File: src/rtl/gla_pkg.sv
// Shared types, constants and codes for the gate layer assigner.
package gla_pkg;

	localparam int QUBITS     = 128;
	localparam int QUBIT_W    = 7;
	localparam int LAYER_W    = 16;
	localparam int MODE_W     = 3;
	localparam int NQ_W       = 8;
	localparam int CFG_DW     = 8;
	localparam int STATUS_W   = 2;
	localparam int FIFO_DEPTH = 2;
	localparam int TRI_N      = 3;

	localparam logic [LAYER_W-1:0] LAYER_MAX = {LAYER_W{1'b1}};

	localparam logic [MODE_W-1:0] MODE_INDIV = 3'd0;
	localparam logic [MODE_W-1:0] MODE_DISJ  = 3'd1;
	localparam logic [MODE_W-1:0] MODE_BLOCK = 3'd2;
	localparam logic [MODE_W-1:0] MODE_ODD   = 3'd3;
	localparam logic [MODE_W-1:0] MODE_TRI   = 3'd4;

	localparam logic [STATUS_W-1:0] STAT_OK   = 2'd0;
	localparam logic [STATUS_W-1:0] STAT_BADQ = 2'd1;
	localparam logic [STATUS_W-1:0] STAT_OVF  = 2'd2;

	localparam logic REG_MODE = 1'b0;
	localparam logic REG_NQ   = 1'b1;

	// one queued gate, already range-checked
	typedef struct packed {
		logic               first;
		logic               two;
		logic               same;
		logic               bad;
		logic [QUBIT_W-1:0] c;
		logic [QUBIT_W-1:0] t;
	} gate_t;

	// per-qubit table entry
	typedef struct packed {
		logic [LAYER_W-1:0] layer;
		logic [QUBIT_W-1:0] partner;
	} tbl_entry_t;

	localparam int GATE_W = $bits(gate_t);
	localparam int TBL_W  = $bits(tbl_entry_t);

endpackage

File: src/rtl/gla_fifo.sv
// Short queue of classified gates between front and back end.
module gla_fifo (
	input  logic           clk,
	input  logic           arst_n,
	input  logic           push,
	input  gla_pkg::gate_t wdata,
	output logic           full,
	input  logic           pop,
	output gla_pkg::gate_t rdata,
	output logic           empty
);

	localparam int AW = $clog2(gla_pkg::FIFO_DEPTH);

	gla_pkg::gate_t slot_q [gla_pkg::FIFO_DEPTH];
	logic [AW-1:0]  wptr_q;
	logic [AW-1:0]  rptr_q;
	logic [AW:0]    cnt_q;

	assign full  = (cnt_q == (AW+1)'(gla_pkg::FIFO_DEPTH));
	assign empty = (cnt_q == '0);
	assign rdata = slot_q[rptr_q];

	always_ff @(posedge clk) begin
		if (push) begin
			slot_q[wptr_q] <= wdata;
		end
	end

	always_ff @(posedge clk or negedge arst_n) begin
		if (!arst_n) begin
			wptr_q <= '0;
			rptr_q <= '0;
			cnt_q  <= '0;
		end else begin
			if (push) begin
				wptr_q <= (wptr_q == AW'(gla_pkg::FIFO_DEPTH - 1)) ? '0 : wptr_q + 1'b1;
			end
			if (pop) begin
				rptr_q <= (rptr_q == AW'(gla_pkg::FIFO_DEPTH - 1)) ? '0 : rptr_q + 1'b1;
			end
			case ({push, pop})
				2'b10:   cnt_q <= cnt_q + 1'b1;
				2'b01:   cnt_q <= cnt_q - 1'b1;
				default: cnt_q <= cnt_q;
			endcase
		end
	end

endmodule

File: config.mk
export PLATFORM = sky130hd
export DESIGN_NAME = gla_fifo
export DESIGN_NICKNAME = d
export VERILOG_FILES = /design/src/rtl/gla_pkg.sv /design/src/rtl/gla_fifo.sv
export SDC_FILE = /design/constraint.sdc
export NUM_CORES = 1
export LEC_CHECK = 0
export ABC_AREA = 1
export BUFFER_PORTS_ARGS = -buffer_cell sky130_fd_sc_hd__buf_2
export CAP_MARGIN = 20
export CELL_PAD_IN_SITES_DETAIL_PLACEMENT = 0
export CELL_PAD_IN_SITES_GLOBAL_PLACEMENT = 1
export CORE_ASPECT_RATIO = 1.4
export CORE_MARGIN = 10
export CORE_UTILIZATION = 37
export DETAILED_ROUTE_END_ITERATION = 16
export PLACE_DENSITY_LB_ADDON = 0.12
export SKIP_LAST_GASP = 1
export SLEW_MARGIN = 20
export SYNTH_ARGS = -nofsm -noshare
export SYNTH_HDL_FRONTEND = slang
export SYNTH_SLANG_ARGS = --single-unit
File: constraint.sdc
create_clock -name clk -period 1.6 [get_ports clk]
set_input_delay 0.16 -clock clk [delete_from_list [all_inputs] [get_ports clk]]
set_output_delay 0.16 -clock clk [all_outputs]
set_load 0.01 [all_outputs]
== Yosys cells after proc, flatten, opt, wreduce, memory -nomap -nowiden ==
Memories as Yosys holds them, arrays and structs flattened.
Index checks and enable logic that the tools add are counted.

* Add/sub/neg operators: 4
* Equality and inequality tests: 3
* Muxes and demuxes: 5
* Reduce and logical (&&, ||, !) cells: 2

{| class="wikitable"
|+ Operators by type and width
! cell !! count
|-
| == test 2 bit, second input constant || 2
|-
| two-way mux 1 bit || 4
|-
| one-hot mux 2 bit (2 select lines) || 1
|-
| adder 1 bit, second input constant || 2
|-
| adder 2 x 1 -> 2 bit, second input constant || 1
|-
| == test 2 x 1 -> 1 bit, second input constant || 1
|-
| zero test 2 bit || 1
|-
| nonzero test 2 bit || 1
|-
| subtractor 2 x 1 -> 2 bit, second input constant || 1
|}

* Register bits after elaboration: 4
* RAM bits: 36
* Input bits: 22
* Output and inout port bits: 20
* Word-level logic and storage cells: 18
* Memories: 1

{| class="wikitable"
|+ Memories
! name !! words !! width !! read ports !! clocked after memory_dff !! write ports !! line !! RTL
|-
| slot_q || 2 || 18 || 1 || 0 || 1 || gla_fifo.sv:15 || <nowiki>gla_pkg::gate_t slot_q [gla_pkg::FIFO_DEPTH];</nowiki>
|}

== Longest topological paths before layout ==
Gate-level depths: netlist of run 1.

* Word-level depth: 2
* Mapped depth: 7
* Gate-level depth less buffers: 7

== Least setup slack after synthesis of run 1 ==
No wires, ideal clock.

* Path kind: reg2reg
* From: reg wptr_q
* To: mem slot_q[0][0] (netlist name), enable pin
* Setup time: 393 ps
* Arrival time: 1,186 ps
* Setup slack: 21 ps
* Cell stages (with the launch flop): 2
* Clock period less this slack: 1,579 ps
* Cells stage by stage: dfrtp_1 -> nor2_1

{| class="wikitable"
|+ RTL lines
! element !! line !! RTL
|-
| start: declaration || gla_fifo.sv:16 || <nowiki>logic [AW-1:0] wptr_q;</nowiki>
|-
| start signal: assignment || gla_fifo.sv:37 || <nowiki>wptr_q <= (wptr_q == AW'(gla_pkg::FIFO_DEPTH - 1)) ? '0 : wptr_q + 1'b1;</nowiki>
|-
| end: declaration || gla_fifo.sv:15 ||
|}

Straight into the memory's write port.

==> results.py, run 1 <==
metrics = {
    "clocking": {
        "clock_sinks": 40,
        "insertion_delay_ns": 0.28,
        "cts_made_buffers": 5,
        "htreeDepth": 2,
        "cts-root-buf": "clkbuf_8",
        "cts_tree": "yes",
        "ctsResizeCount": 0,
        "clk_pin_slew_worst_paths_ns": 0.07,
        "clockBufferDepth": 2,
    },
    "timing": {
        "min_period_ns": 1.46,
        "fmax_mhz": 685,
        "relSlewSlack_pct": 82.1,
        "timing.final.max_slew_violations": 0,
        "setup_viol": 0,
        "period_share_pct": 91.2,
        "rsz0062_at_grt": "no",
        "worst_slack_ns": 0.141,
        "hold_ws_ns": 0.0607,
        "skew_ns": 0.00953,
        "worstMarginPinSlew_ns": 0.268,
        "finalSetupTns_ns": 0,
        "hold_viol_final": 0,
    },
    "floorplanning": {
        "die_h_um": 98.2,
        "start_util_pct": 38.1,
        "rows": 28,
        "core_region_area_mm2": 0.00424,
        "die_w_um": 75.9,
        "ios": 42,
        "dieArea_mm2": 0.00745,
    },
    "worst_setup_path": {
        "rr_endpoint": "slot_q[0][14]",
        "worstSetupStartpointType": "flip-flop",
        "crit_start": "rptr_q",
        "path_cells": "buf_4, o21ai_0, buf_2",
        "worst-path-buf-inv": 2,
        "reg2reg_from": "wptr_q",
        "worstPathRequired_ns": 1.44,
        "criticalPathCategory": "reg2out",
        "cp_num_cells": 3,
        "worstPathArrival_ns": 1.30,
        "critPathMaxFanout": 22,
        "slowest_delay_ns": 0.38,
        "rrSetupSlack_ns": 0.55,
        "end_kind": "output port",
        "cp_top_family": "buffers and inverters",
        "cp_slowest_cell": "dfrtp_1",
        "worstRegToRegCells": 2,
        "critical_path.endpoint": "rdata[3]",
    },
    "finish": {
        "syn2layout_area_growth_pct": 22.0,
        "fin_nets": 192,
        "final_cells": 230,
        "fillers": 414,
        "layout_commonest_cell": "buf_2",
        "drive_above_1_share_pct": 38.2,
        "layout_common_cells": "buf_2 (41), edfxtp_1 (36), inv_1 (24)",
        "diodes": 0,
    },
    "grt": {
        "grt_pass1_vias": 956,
        "grt_max_degree": 23,
        "grt.overflow.total": 0,
        "grt_pass1_wl_mm": 4.47,
        "grt_antenna_before_repair": 0,
        "grt_usage_pct": 8.02,
    },
    "yosys": {
        "synth_area_leaders": "edfxtp_1 (67%), o21ai_2 (6.5%), dfrtp_1 (6.2%)",
        "yosysWarnings": 0,
        "synth_seq_cells": 40,
        "syn_area_mm2": 0.00162,
        "synth_top_cell_by_area": "edfxtp_1",
        "syn_avg_cell_area_um2": 13.7,
        "synthCells": 118,
        "synth_fp_nets": 141,
        "synth_top_area_share_pct": 66.9,
        "seq_area_frac_synth_pct": 73.1,
        "yosysUniqueCellTypes": 14,
    },
    "drt": {
        "drt_iter0_markers": 19,
        "drc": 0,
        "routedWlPerCell_um": 12.1,
        "detail_route.vias_per_cell": 4.19,
        "drt_wl_total_mm": 2.78,
        "ant_nets": 0,
        "vias": 963,
        "drt_pass1_iterations": 2,
    },
    "placed_design": {
        "gp_congestion": 0.640,
        "io_buffers": 41,
        "dp.cells": 221,
        "dp.final_hpwl_mm": 2.13,
        "pre_cts_slack_ns": 0.429,
    },
    "min_path": {
        "whs_path_depth": 1,
        "hold_class": "in2reg",
    },
    "power": {
        "power.total_mw": 3.22,
        "p_leak_nw": 0.874,
        "irDropWorstVdd_v": 0.000739,
        "p_per_area_mw_per_mm2": 1630,
    },
    "outcome": {
        "outcome": "finished, final reports clean",
    },
    "flow_run": {
        "max_cap_viol_count": 0,
    },
}
-- synthesized netlist by cell type (all sizes together) --
master  count
buf         4
dfrtp       4
edfxtp     36
ha          1
inv        24
nand2      23
nand3       1
nand4       1
nor2        3
o21ai      18
xnor2       1
xor2        2
-- per-stage QoR --
| step | util (%) | instance area [um^2] |
|---|---|---|
| detailed placement | 44.4 | 1880 |
| finish | 46.5 | 1970 |
| global route | 46.5 | 1970 |
| global placement | 44.4 | 1880 |
| floorplan | - | 1620 |
| CTS | 46.5 | 1970 |
-- flip-flops by register name (all words and copies together) (netlist names) --
name / count
cnt_q: 2
slot_q: 36
wptr_q: 1
rptr_q: 1
-- cell type report --
type / count / area [um^2] / area share, %
clock buffer: 8 / 80.1 / 4.06
inverter: 24 / 90.1 / 4.57
multi-input combinational: 50 / 285 / 14.5
sequential: 40 / 1180 / 59.9
tap: 60 / 75.1 / 3.81
timing repair buffer: 48 / 260 / 13.2
-- worst register-to-register path, stage by stage (launching register included) --
cell	delay, ns
dfrtp_1	0.41
nor2_2	0.14
buf_4	0.20
-- report_power, final --
group          switching [mW]  leakage, nW  internal, mW
combinational           0.685        0.449         0.442
sequential             0.0838        0.385          1.40
clock                   0.301       0.0395         0.309
-- worst min-delay path by stage --
stage | to | slack (ns) | start
after floorplan | cnt_q[0] | -0.14 | arst_n
after global placement | cnt_q[0] | -0.02 | arst_n
after detailed placement | cnt_q[1] | -0.02 | arst_n
after CTS | slot_q[0][2] | 0.05 | wdata[2]
after global routing | slot_q[0][17] | 0.05 | wdata[17]
final | slot_q[0][5] | 0.06 | wdata[5]
-- cell families (layout without fill, tap and decap cells) --
kind of cell,Yosys count,after routing,synth area share (%)
compound gates,18,18,8.36
fa+ha+maj,1,1,0.774
simple gates,28,28,6.73
flops,40,40,73.1
xor+xnor,3,3,1.63
buf+inv,28,80,9.44
-- timing repair --
item,in CTS,in global routing
hold endpoints to repair,4,0
hold buffers,1,0
setup buffers,0,0
-- routing by layer --
| layer | vias up | global-route usage, % | wire length (um) |
|---|---|---|---|
| met5 | - | 0 | 0 |
| met4 | 0 | 3.87 | 42 |
| met3 | 4 | 4.05 | 272 |
| met2 | 30 | 12.1 | 1340 |
| met1 | 435 | 9.01 | 1130 |
| li1 | 494 | - | - |
(Power assumes the default switching activity.)
==> run 2: changes to the inputs <==
--- a/config.mk
+++ b/config.mk
@@ -10,7 +10,6 @@
 export CAP_MARGIN = 20
 export CELL_PAD_IN_SITES_DETAIL_PLACEMENT = 0
 export CELL_PAD_IN_SITES_GLOBAL_PLACEMENT = 1
-export CORE_ASPECT_RATIO = 1.4
 export CORE_MARGIN = 10
 export CORE_UTILIZATION = 37
 export DETAILED_ROUTE_END_ITERATION = 16
==> results.py, run 2 (synthesis gave the netlist of run 1 again) <==
metrics = {
    "timing": {
        "hold_viol_final": 0,
        "timing.final.max_slew_violations": 0,
        "rsz0062_at_grt": "no",
        "relSlewSlack_pct": 80.2,
        "worstMarginPinSlew_ns": 0.297,
        "finalSetupTns_ns": 0,
        "skew_ns": 0.00771,
        "setup_viol": 0,
        "fmax_mhz": 725,
        "period_share_pct": 86.2,
        "min_period_ns": 1.38,
    },
    "placed_design": {
        "gp_congestion": 0.690,
        "io_buffers": 41,
        "dp.final_hpwl_mm": 2.16,
    },
    "finish": {
        "layout_common_cells": "buf_2 (41), edfxtp_1 (36), inv_1 (24)",
        "multi_input_area_um2": 285,
        "diodes": 0,
        "top_regs": "slot_q x36, cnt_q x2",
        "post-route-util_pct": 47.4,
        "drive_above_1_share_pct": 38.7,
        "largest_reg_flops": 36,
        "top_register": "slot_q",
        "layout_commonest_cell": "buf_2",
        "fillers": 386,
        "syn2layout_area_growth_pct": 20.6,
        "seqCellArea_mm2": 0.00118,
        "fin_nets": 191,
    },
    "grt": {
        "grt_antenna_before_repair": 0,
        "grt.overflow.total": 0,
        "grt_max_degree": 22,
        "grt_usage_pct": 8.27,
        "grt_pass1_vias": 995,
        "grt_pass1_wl_mm": 4.73,
    },
    "worst_setup_path": {
        "worstPathArrival_ns": 1.22,
        "crit_start": "rptr_q",
        "worstPathRequired_ns": 1.44,
        "criticalPathCategory": "reg2out",
        "critPathMaxFanout": 21,
        "worstSetupStartpointType": "flip-flop",
        "reg2reg_from": "wptr_q",
        "end_kind": "output port",
    },
    "clocking": {
        "htreeDepth": 2,
        "cts_tree": "yes",
        "clk_pin_slew_worst_paths_ns": 0.07,
        "ctsResizeCount": 0,
        "clock_sinks": 40,
        "clockBufferDepth": 2,
        "cts_made_buffers": 5,
        "cts-root-buf": "clkbuf_8",
        "insertion_delay_ns": 0.28,
    },
    "floorplanning": {
        "ios": 42,
        "die_w_um": 86.1,
        "die_h_um": 86.1,
        "dieArea_mm2": 0.00741,
        "rows": 23,
        "core_region_area_mm2": 0.00412,
        "start_util_pct": 39.3,
    },
    "drt": {
        "drt_pass1_iterations": 4,
        "drt_iter0_markers": 55,
        "ant_nets": 0,
        "drt_wl_total_mm": 2.85,
        "drc": 0,
        "detail_route.vias_per_cell": 4.34,
        "routedWlPerCell_um": 13.1,
        "vias": 946,
    },
    "power": {
        "power.total_mw": 3.19,
        "p_leak_nw": 0.870,
        "p_per_area_mw_per_mm2": 1640,
        "irDropWorstVdd_v": 0.000764,
    },
    "min_path": {
        "hold_class": "in2reg",
        "hp-start": "wdata[16]",
    },
    "outcome": {
        "outcome": "finished, final reports clean",
    },
    "flow_run": {
        "max_cap_viol_count": 0,
    },
}
[run 2: cell count changes in the layout (fill, tap and decap cells not counted)]
cell | previous run | this run
clkinv_2 | 0 | 1
buf_4 | 6 | 5
clkbuf_1 | 3 | 1
[run 2: per-stage QoR]
step           hold WS, ns  instances  instance area [um^2]  setup WS, ns
6_report            0.0667        218                  1950         0.220
5_1_grt             0.0536        218                  1950        0.0724
4_1_cts             0.0578        218                  1950         0.196
3_5_place_dp       -0.0273        210                  1860         0.376
3_3_place_gp       -0.0298        210                  1860         0.410
2_1_floorplan       -0.136        118                  1620        0.0208
[run 2: routing by layer]
| layer | share of wire, % | vias up | GRT usage (%) |
|---|---|---|---|
| li1 | - | 490 | - |
| met1 | 40 | 425 | 9.11 |
| met2 | 50 | 28 | 12.9 |
| met3 | 9.3 | 3 | 4.16 |
| met4 | 0.74 | 0 | 4.04 |
| met5 | 0 | - | 0 |
[run 2: timing repair]
| item | CTS | global route |
|---|---|---|
| hold endpoints to repair | 4 | 0 |
| hold buffers | 1 | 0 |
| setup buffers | 0 | 0 |
[run 2: final timing paths]
kind	to	cells after the start	slack (ns)
min in group asynchronous	cnt_q[1]	2	0.21
setup reg to reg	slot_q[0][10]	2	0.39
hold reg to reg	cnt_q[1]	2	0.50
setup / recovery	rdata[17]	3	0.22
max in group asynchronous	wptr_q	2	1.26
hold / removal	slot_q[1][16]	1	0.07
[run 2: final cells by class]
type / instances / area share (%)
inverter: 24 / 4.62
multi-input combinational: 50 / 14.6
tap: 50 / 3.21
sequential: 40 / 60.6
clock inverter: 1 / 0.257
clock buffer: 6 / 3.72
timing repair buffer: 47 / 13.0
[run 2: where the power goes]
group / total [mW] / internal (mW) / switching [mW]
clock network: 0.597 / 0.296 / 0.302
logic: 1.12 / 0.432 / 0.684
registers: 1.48 / 1.40 / 0.0817
total: 3.19 / 2.13 / 1.07
[run 2: worst max-delay path, cell delays in order (launching register included)]
cell,delay (ns)
dfrtp_1,0.38
buf_4,0.21
o21ai_0,0.19
buf_2,0.16
