--- src/rtl/gla_pkg.sv ---
// Shared types, constants and codes for the gate layer assigner.
package gla_pkg;

	localparam int QUBITS     = 128;
	localparam int QUBIT_W    = 7;
	localparam int LAYER_W    = 16;
	localparam int MODE_W     = 3;
	localparam int NQ_W       = 8;
	localparam int CFG_DW     = 8;
	localparam int STATUS_W   = 2;
	localparam int FIFO_DEPTH = 2;
	localparam int TRI_N      = 3;

	localparam logic [LAYER_W-1:0] LAYER_MAX = {LAYER_W{1'b1}};

	localparam logic [MODE_W-1:0] MODE_INDIV = 3'd0;
	localparam logic [MODE_W-1:0] MODE_DISJ  = 3'd1;
	localparam logic [MODE_W-1:0] MODE_BLOCK = 3'd2;
	localparam logic [MODE_W-1:0] MODE_ODD   = 3'd3;
	localparam logic [MODE_W-1:0] MODE_TRI   = 3'd4;

	localparam logic [STATUS_W-1:0] STAT_OK   = 2'd0;
	localparam logic [STATUS_W-1:0] STAT_BADQ = 2'd1;
	localparam logic [STATUS_W-1:0] STAT_OVF  = 2'd2;

	localparam logic REG_MODE = 1'b0;
	localparam logic REG_NQ   = 1'b1;

	// one queued gate, already range-checked
	typedef struct packed {
		logic               first;
		logic               two;
		logic               same;
		logic               bad;
		logic [QUBIT_W-1:0] c;
		logic [QUBIT_W-1:0] t;
	} gate_t;

	// per-qubit table entry
	typedef struct packed {
		logic [LAYER_W-1:0] layer;
		logic [QUBIT_W-1:0] partner;
	} tbl_entry_t;

	localparam int GATE_W = $bits(gate_t);
	localparam int TBL_W  = $bits(tbl_entry_t);

endpackage

--- src/rtl/gla_front.sv ---
// Front end: accepts gates, range-checks qubit indices and queues them.
module gla_front (
	input  logic                           in_valid,
	output logic                           in_ready,
	input  logic                           first_of_circuit,
	input  logic                           is_two_qubit,
	input  logic [gla_pkg::QUBIT_W-1:0]    control_qubit,
	input  logic [gla_pkg::QUBIT_W-1:0]    target_qubit,
	input  logic [gla_pkg::NQ_W-1:0]       num_qubits,
	input  logic                           full,
	output logic                           push,
	output gla_pkg::gate_t                 push_data
);

	logic t_bad;
	logic c_bad;

	// limit is min(num_qubits, QUBITS)
	assign t_bad = (32'(target_qubit) >= 32'(num_qubits)) ||
		(32'(target_qubit) >= gla_pkg::QUBITS);
	assign c_bad = (32'(control_qubit) >= 32'(num_qubits)) ||
		(32'(control_qubit) >= gla_pkg::QUBITS);

	assign in_ready = !full;
	assign push     = in_valid && !full;

	always_comb begin
		push_data       = '0;
		push_data.first = first_of_circuit;
		push_data.two   = is_two_qubit;
		push_data.same  = !is_two_qubit || (control_qubit == target_qubit);
		push_data.bad   = t_bad || (is_two_qubit && c_bad);
		// single-qubit gates look up the target on both ports
		push_data.c     = is_two_qubit ? control_qubit : target_qubit;
		push_data.t     = target_qubit;
	end

endmodule

--- config.mk ---
export PLATFORM = sky130hd
export DESIGN_NAME = gla_front
export DESIGN_NICKNAME = d
export VERILOG_FILES = /design/src/rtl/gla_pkg.sv /design/src/rtl/gla_front.sv
export SDC_FILE = /design/constraint.sdc
export NUM_CORES = 1
export LEC_CHECK = 0
export ABC_AREA = 1
export ABC_CLOCK_PERIOD_IN_PS = 1100
export BUFFER_PORTS_ARGS = -buffer_cell sky130_fd_sc_hd__buf_2
export CAP_MARGIN = 20
export CORE_MARGIN = 2
export CORE_UTILIZATION = 44
export DETAILED_ROUTE_END_ITERATION = 6
export PLACE_DENSITY = 0.95
export SLEW_MARGIN = 25
export SYNTH_ARGS = -nofsm -noshare
export SYNTH_HDL_FRONTEND = slang
export SYNTH_SLANG_ARGS = --single-unit
--- constraint.sdc ---
create_clock -name vclk -period 1.1
set_clock_uncertainty 0.15 [all_clocks]
set_input_delay 0.055 -clock vclk [all_inputs]
set_output_delay 0.055 -clock vclk [all_outputs]
set_load 0.005 [all_outputs]
# Word-level counts from Yosys, hierarchy flattened

Cells that the tools add are included.
Widths: inputs -> output; s select.

Multiplexer cells: 1
Reductions and logical operators: 6
Order comparisons: 2
Equality and inequality tests: 1

Operators with widths:

| cell              | count |
|---|---|
| $ge 7x8->1        | 2 |
| $eq 7x7->1        | 1 |
| $mux 7            | 1 |
| $logic_and 1x1->1 | 2 |
| $logic_not 1->1   | 2 |
| $logic_or 1x1->1  | 2 |

Register bits after elaboration: 0
Input bits: 26
Word-level logic and storage cells: 10
Output and inout bits: 20

# Logic depth before layout (Yosys ltp)

Gate-level depths: netlist of the first run.

Depth after elaboration: 3
Gate-level depth with buffers: 11

# Worst setup path before layout of the first run

Ideal clock, no wire load.

Path type: input to output
Start: in num_qubits[3] (netlist name)
End: out push_data[14] (netlist name)
Path buffers: 0
Data required time: 0.895 ns
Data arrival time: 0.769 ns
Setup slack: 0.126 ns
Stages on the path: 10
Cell sequence: inv_1 ha_1 nand2_1 inv_1 nand2_1 nand2_1 nand2_1 nand3_1 nand2_1 nand2_1

RTL lines:

| item        | line            | text |
|---|---|---|
| from (decl) | gla_front.sv:9  | `input logic [gla_pkg::NQ_W-1:0] num_qubits,` |
| to (decl)   | gla_front.sv:12 | `output gla_pkg::gate_t push_data` |

==> results.json, run 1 <==
{
  "syn_inst": 102,
  "dp_hpwl_mm": 1.58,
  "synth_commonest_cells": "25 x nand2_1, 18 x inv_1, 14 x ha_1",
  "power.internal_mw": 0.278,
  "max_slew.worst_pin.slew_ps": 266,
  "pre_cts_ws_ps": -190,
  "ant_nets": 0,
  "grt_start_max_net_pins": 14,
  "critPathCaptureType": "output pin",
  "grt_pass1_wl_mm": 3.41,
  "n_sequential_cell": 0,
  "nets": 193,
  "hold_violations": 0,
  "dpl.cell_count": 164,
  "via_count": 976,
  "violations": "setup timing",
  "ys_warn_count": 0,
  "setup_viol": 2,
  "seqCellArea_um2": 0,
  "power.leakage_nw": 0.631,
  "antenna_found_initial": 0,
  "total_power_mw": 0.557,
  "cp_num_cells": 9,
  "die_w_um": 42.2,
  "nClkBuffers": 0,
  "critPathMaxStageDelay_ps": 320,
  "yosys.area.top_type": "ha_1",
  "powerDensity_nw_per_um2": 461,
  "synth.most_common_cell": "nand2_1",
  "drive_above_1_share_pct": 64.9,
  "path_delay_family": "simple AND/OR/NAND/NOR gates",
  "cp_cell_sequence": "buf_2 > ha_1 > nand2_1 > inv_1 > nand2_1 > nand2_1 > a21oi_2 > nand2_1 > buf_2",
  "die_y_um": 42.2,
  "wl_per_cell_um": 20.1,
  "yosysUniqueCellTypes": 18,
  "core_area_um2": 1330,
  "fmax_mhz": 706,
  "placed_area_um2": 898,
  "fin_ws_ps": -317,
  "routed_wl_mm": 3.33,
  "io-pin-count": 46,
  "post_drt_via_cell_ratio": 5.88,
  "slew_viol_final": 0,
  "multiInputGateArea_um2": 684,
  "synth_fp_nets": 142,
  "synth_xor_area_share_pct": 6.84,
  "critPathSlowestCell": "ha_1",
  "startpoint": "target_qubit[2]",
  "seq_area_frac_synth_pct": 0,
  "seq_power_share_pct": 0,
  "crit_buf_inv": 3,
  "nFillCells": 51,
  "rsz0062_at_grt": "true",
  "synth_fa_ha_area_share_pct": 27.3,
  "design_area_um2": 1210,
  "grt_pass1_vias": 801,
  "path_max_fanout": 2,
  "drcViolationCount": 0,
  "fin_util_pct": 90.6,
  "yosys.area_share.simple_pct": 23.6,
  "io_buffer_count": 44,
  "fin_crit_sh_pct": 129,
  "pwr-share-clk_pct": 0,
  "rows": 13,
  "diodes": 0,
  "slew_headroom_pct": 82.2,
  "fin_crit_ps": 1420,
  "synthesis.area_um2": 641,
  "dieArea_um2": 1780,
  "avgSynthCellArea_um2": 6.28,
  "required_ps": 890,
  "synthMuxAreaShare_pct": 8.20,
  "drt-initial-drc-count": 68,
  "areaGrowthSynthToFinish_pct": 88.7,
  "p_comb_share_pct": 100.0,
  "hp-class": "in2out",
  "routabilityCongestion": 0.806,
  "synth_compound_area_share_pct": 9.96,
  "tns_ps": -348,
  "run_status": "finished with violations",
  "first_pass_iters": 4,
  "cp-endpoint": "push_data[14]",
  "synth_top_family_by_area": "adder cells",
  "cp.arrival_ps": 1210,
  "ir_drop_uv": 296,
  "final_cells": 166,
  "min_path_cells": 3,
  "maxCapViolCount": 0,
  "fin_hold_ws_ps": 194,
  "start_kind": "primary input",
  "yosys-top-cells-area": "ha_1 27%, nand2_1 15%, buf_4 11%",
  "grt_overflow_total": 0,
  "track_usage_pct": 24.3,
  "yosysTopAreaCellShare_pct": 27.3,
  "crit_top_cell": "nand2_1",
  "worstSetupPathType": "in2out",
  "switching_power_mw": 0.278,
  "start_util_pct": 48.0,
  "sw_frac_of_total_pct": 50.0
}
-- cell families (layout without fill, tap and decap cells) --
logic type | after synthesis | count (layout)
xor+xnor | 5 | 5
compound gates | 12 | 12
mux | 4 | 4
simple gates | 37 | 37
fa+ha+maj | 14 | 14
buf+inv | 30 | 79
-- worst min-delay path by stage --
| stage | startpoint | end | slack (ps) |
|---|---|---|---|
| 6_report | full | in_ready | 190 |
| 5_1_grt | full | in_ready | 210 |
| 4_1_cts | full | in_ready | 190 |
| 3_5_place_dp | first_of_circuit | push_data[17] | -40 |
| 3_3_place_gp | first_of_circuit | push_data[17] | -40 |
| 2_1_floorplan | full | in_ready | -10 |
-- placed cells by master (no fill, tap or decap), types with 3 or more instances in the layout --
cell     netlist  layout
nor2_1         6       6
ha_1          14       3
inv_1         18       9
buf_2          0      35
ha_4           0      11
buf_4          9      11
nand3_1        3       3
inv_4          0       3
nand2_1       25      21
xnor2_2        0       3
inv_2          2       6
o21ai_1        3       4
nand2_2        1       4
o21ai_0        4       3
a21oi_2        1       4
buf_6          1      10
-- power groups by stage --
stage / Sequential [mW] / Clock (mW) / Combinational, mW
after floorplan: 0 / 0 / 0.196
after global placement: 0 / 0 / 0.325
final: 0 / 0 / 0.557
after CTS: 0 / 0 / 0.406
after global routing: 0 / 0 / 0.580
after detailed placement: 0 / 0 / 0.346
-- what timing repair did --
item | in CTS | in global routing
endpoints found under the setup margin | 1 | 2
gates resized for setup | 22 | 39
setup buffers | 0 | 1
pin swaps | 9 | 16
hold buffers | 1 | 0
endpoints found under the hold margin | 1 | 0
-- final cells by class --
type                            count  share of cell area (%)
Multi-Input combinational cell     72                    56.6
Inverter                           20                    7.87
Tap cell                           15                    1.55
Timing Repair Buffer               59                    34.0
-- routing by layer --
layer	track usage, %	up-vias	wire length (µm)
met2	48.1	103	1600
li1	-	411	-
met4	12.5	0	299
met5	0	-	0
met1	23.0	424	1080
met3	4.74	38	344
-- worst min-delay path, stage by stage --
cell,delay [ps]
buf_2,90
inv_1,30
buf_2,110
No activity file was read; power rests on OpenSTA's default activity.
==> run 2, diff against run 1 <==
--- a/config.mk
+++ b/config.mk
@@ -9,10 +9,11 @@
 export ABC_CLOCK_PERIOD_IN_PS = 1100
 export BUFFER_PORTS_ARGS = -buffer_cell sky130_fd_sc_hd__buf_2
 export CAP_MARGIN = 20
+export CORE_ASPECT_RATIO = 1.5
 export CORE_MARGIN = 2
-export CORE_UTILIZATION = 44
+export CORE_UTILIZATION = 25
 export DETAILED_ROUTE_END_ITERATION = 6
-export PLACE_DENSITY = 0.95
+export PLACE_DENSITY = 0.63
 export SLEW_MARGIN = 25
 export SYNTH_ARGS = -nofsm -noshare
 export SYNTH_HDL_FRONTEND = slang
==> results.json, run 2 (synthesized netlist as in run 1, its figures left out) <==
{
  "run_status": "finished with violations",
  "violations": "setup timing",
  "dieArea_um2": 2990,
  "die_w_um": 45.3,
  "track_usage_pct": 13.0,
  "crit_buf_inv": 3,
  "placed_area_um2": 895,
  "slew_headroom_pct": 86.0,
  "postCtsSetupRepairBufs": 0,
  "nets": 190,
  "core_area_um2": 2450,
  "cp_cell_sequence": "buf_8 > inv_8 > ha_4 > nand2_2 > nand3b_1 > nand2_1 > nand2_1 > a21oi_2 > nand2_1 > buf_2",
  "grt_pass1_wl_mm": 3.06,
  "drt-initial-drc-count": 9,
  "rows": 22,
  "final_cell_mix": "34 x buf_2, 19 x nand2_1, 12 x ha_4, 12 x buf_4, 9 x inv_2",
  "io-pin-count": 46,
  "dp_hpwl_mm": 1.48,
  "power.leakage_nw": 0.600,
  "drive_above_1_share_pct": 66.2,
  "path_delay_family": "simple AND/OR/NAND/NOR gates",
  "io_buffer_count": 44,
  "fmax_mhz": 826,
  "fin_ws_ps": -111,
  "critPathSlowestCell": "ha_4",
  "max_slew.worst_pin.slew_ps": 210,
  "start_kind": "primary input",
  "maxCapViolCount": 0,
  "grt_pass1_vias": 797,
  "fin_crit_ps": 1210,
  "slew_viol_final": 0,
  "ir_drop_uv": 203,
  "grt_start_max_net_pins": 10,
  "fin_crit_sh_pct": 110,
  "via_count": 792,
  "setup_viol": 1,
  "critPathCaptureType": "output pin",
  "total_power_mw": 0.479,
  "crit_top_cell": "nand2_1",
  "fin_hold_ws_ps": 179,
  "nFillCells": 237,
  "worstSetupPathType": "in2out",
  "required_ps": 890,
  "final_common_cell": "buf_2",
  "seqCellArea_um2": 0,
  "design_area_um2": 1180,
  "powerDensity_nw_per_um2": 405,
  "multiInputGateArea_um2": 683,
  "rsz0062_at_grt": "true",
  "post_drt_via_cell_ratio": 4.60,
  "hp-class": "in2out",
  "critPathMaxStageDelay_ps": 200,
  "grt_overflow_total": 0,
  "nClkBuffers": 0,
  "start_util_pct": 26.1,
  "routed_wl_mm": 1.93,
  "diodes": 0,
  "antenna_found_initial": 0,
  "wl_per_cell_um": 11.2,
  "n_sequential_cell": 0,
  "routabilityCongestion": 0.690,
  "first_pass_iters": 3,
  "areaGrowthSynthToFinish_pct": 84.4,
  "die_y_um": 66.0,
  "ant_nets": 0,
  "hold_violations": 0,
  "drcViolationCount": 0,
  "path_max_fanout": 2,
  "cp.arrival_ps": 1010
}
==> run 2: metal layers <==
layer	global-route usage, %	share of wire, %	wire length, µm	vias to the layer above
met5	0	0	0	-
met1	12.8	35	680	357
li1	-	-	-	405
met3	0	5.3	102	2
met2	28.9	58	1130	28
met4	0	0.93	18	0
==> run 2: power breakdown <==
| part | internal [mW] | total, mW | switching, mW |
|---|---|---|---|
| logic | 0.258 | 0.479 | 0.221 |
| registers | 0 | 0 | 0 |
| clock network | 0 | 0 | 0 |
| total | 0.258 | 0.479 | 0.221 |
==> run 2: worst paths after layout <==
kind | startpoint | end | slack (ps) | cells after the start
worst max-delay path | num_qubits[1] | push_data[14] | -110 | 10
worst min-delay path | target_qubit[4] | push_data[4] | 180 | 2
==> run 2: per-stage QoR <==
step                TNS [ps]  cells  worst slack (ps)  util, %
floorplan                  0    102               126        -
global placement        -147    171              -147     36.5
detailed placement      -166    171              -166     36.5
CTS                     -102    172              -102     42.8
global route            -258    172              -193     48.2
finish                  -111    172              -111     48.2
==> run 2: what timing repair did <==
item,in CTS,in global routing
hold buffers,1,0
resized for setup,24,35
setup endpoints to repair,1,2
hold endpoints to repair,1,0
pin swaps,11,18
==> run 2: cell type report <==
class	count	share of cell area, %
well taps	24	2.54
repair buffers	56	31.8
multi-input cells	72	57.8
inverters	20	7.84
==> run 3, diff against run 2 <==
--- a/config.mk
+++ b/config.mk
@@ -7,7 +7,7 @@
 export LEC_CHECK = 0
 export ABC_AREA = 1
 export ABC_CLOCK_PERIOD_IN_PS = 1100
-export BUFFER_PORTS_ARGS = -buffer_cell sky130_fd_sc_hd__buf_2
+export BUFFER_PORTS_ARGS = -buffer_cell sky130_fd_sc_hd__buf_4
 export CAP_MARGIN = 20
 export CORE_ASPECT_RATIO = 1.5
 export CORE_MARGIN = 2
==> results.json, run 3 (synthesized netlist as in run 1, its figures left out) <==
{
  "seqCellArea_um2": 0,
  "antenna_found_initial": 0,
  "nClkBuffers": 0,
  "n_sequential_cell": 0,
  "drive_above_1_share_pct": 66.9,
  "slew_viol_final": 0,
  "die_y_um": 66.0,
  "start_kind": "primary input",
  "postCtsSetupRepairBufs": 0,
  "grt_overflow_total": 0,
  "via_count": 778,
  "final_cells": 172,
  "cp_cell_sequence": "buf_4 > inv_2 > ha_4 > a21oi_2 > o21ai_0 > a21oi_2 > nand2_2 > buf_6",
  "rows": 22,
  "run_status": "finished with violations",
  "grt_pass1_vias": 722,
  "hold_violations": 0,
  "grt_start_max_net_pins": 14,
  "die_w_um": 45.3,
  "path_max_fanout": 2,
  "dpl.cell_count": 171,
  "fmax_mhz": 833,
  "powerDensity_nw_per_um2": 410,
  "worstSetupPathType": "in2out",
  "slew_headroom_pct": 85.3,
  "io_buffer_count": 44,
  "power.leakage_nw": 0.646,
  "io-pin-count": 46,
  "nets": 190,
  "final_common_cell": "buf_4",
  "track_usage_pct": 12.3,
  "critPathCaptureType": "output pin",
  "fin_crit_sh_pct": 109,
  "wl_per_cell_um": 11.1,
  "routed_wl_mm": 1.91,
  "start_util_pct": 26.1,
  "max_slew.worst_pin.slew_ps": 218,
  "critPathMaxStageDelay_ps": 210,
  "areaGrowthSynthToFinish_pct": 103,
  "dp_hpwl_mm": 1.53,
  "pwr-share-clk_pct": 0,
  "fin_crit_ps": 1200,
  "required_ps": 890,
  "ant_nets": 0,
  "p_comb_share_pct": 100.0,
  "ir_drop_uv": 200,
  "sw_frac_of_total_pct": 42.2,
  "grt_pass1_wl_mm": 2.88,
  "core_area_um2": 2450,
  "dieArea_um2": 2990,
  "setup_viol": 1,
  "violations": "setup timing",
  "critPathSlowestCell": "ha_4",
  "power.internal_mw": 0.308,
  "cp.arrival_ps": 1000,
  "post_drt_via_cell_ratio": 4.52,
  "drcViolationCount": 0,
  "nFillCells": 220,
  "rsz0062_at_grt": "true",
  "tns_ps": -101,
  "routabilityCongestion": 0.713,
  "final_cell_mix": "43 x buf_4, 19 x nand2_1, 11 x ha_4, 9 x inv_1, 9 x buf_6",
  "switching_power_mw": 0.224,
  "fin_ws_ps": -101,
  "first_pass_iters": 3,
  "multiInputGateArea_um2": 688,
  "hp-class": "in2out",
  "drt-initial-drc-count": 1,
  "fin_util_pct": 53.0,
  "maxCapViolCount": 0,
  "crit_top_cell": "a21oi_2",
  "seq_power_share_pct": 0,
  "diodes": 0
}
run 3: cell counts in the layout (fill, tap and decap cells not counted):
Identical to the previous run, type by type.
run 3: final cells by class:
| cell class | instances | area share (%) |
|---|---|---|
| multi-input cells | 72 | 53.0 |
| inverters | 20 | 7.71 |
| repair buffers | 56 | 36.9 |
| well taps | 24 | 2.31 |
run 3: power by group through the flow:
stage / clock [mW] / sequential, mW / combinational [mW]
global placement: 0 / 0 / 0.384
detailed placement: 0 / 0 / 0.394
global route: 0 / 0 / 0.587
floorplan: 0 / 0 / 0.196
finish: 0 / 0 / 0.532
CTS: 0 / 0 / 0.473
run 3: per-layer routing:
metal  track usage, %  share of wire (%)  up-vias
met5                0                  0        -
met4                0                  0        0
met3            0.820                5.5        0
met2             26.8                 60       26
met1             12.4                 35      347
li1                 -                  -      405
run 3: per-stage QoR:
step / hold slack [ps] / power, mW / setup WS (ps) / cell area (µm²)
after detailed placement: -40.0 / 0.394 / -170 / 1000
after global routing: 209 / 0.587 / -197 / 1300
after floorplan: -13.5 / 0.196 / 126 / 641
final: 193 / 0.532 / -101 / 1300
after global placement: -40.0 / 0.384 / -167 / 1000
after CTS: 193 / 0.473 / -106 / 1190
run 3: worst max-delay path: cells and delay by family:
kind / cells / cell delay (ps)
AND/OR/NAND/NOR: 1 / 70
adder cells (fa/ha/maj): 1 / 210
buffers and inverters: 3 / 300
AO/OA/AOI/OAI: 3 / 370
run 3: worst paths after layout:
path | start | endpoint | depth (start not counted)
setup / recovery | num_qubits[5] | push_data[14] | 8
hold / removal | full | in_ready | 3
run 3: repair_timing:
| item | in CTS | in global routing |
|---|---|---|
| hold endpoints to repair | 1 | 0 |
| resized for setup | 31 | 31 |
| cloned | 0 | 0 |
| hold buffers | 1 | 0 |
| setup endpoints to repair | 1 | 2 |
| pin swaps | 20 | 13 |
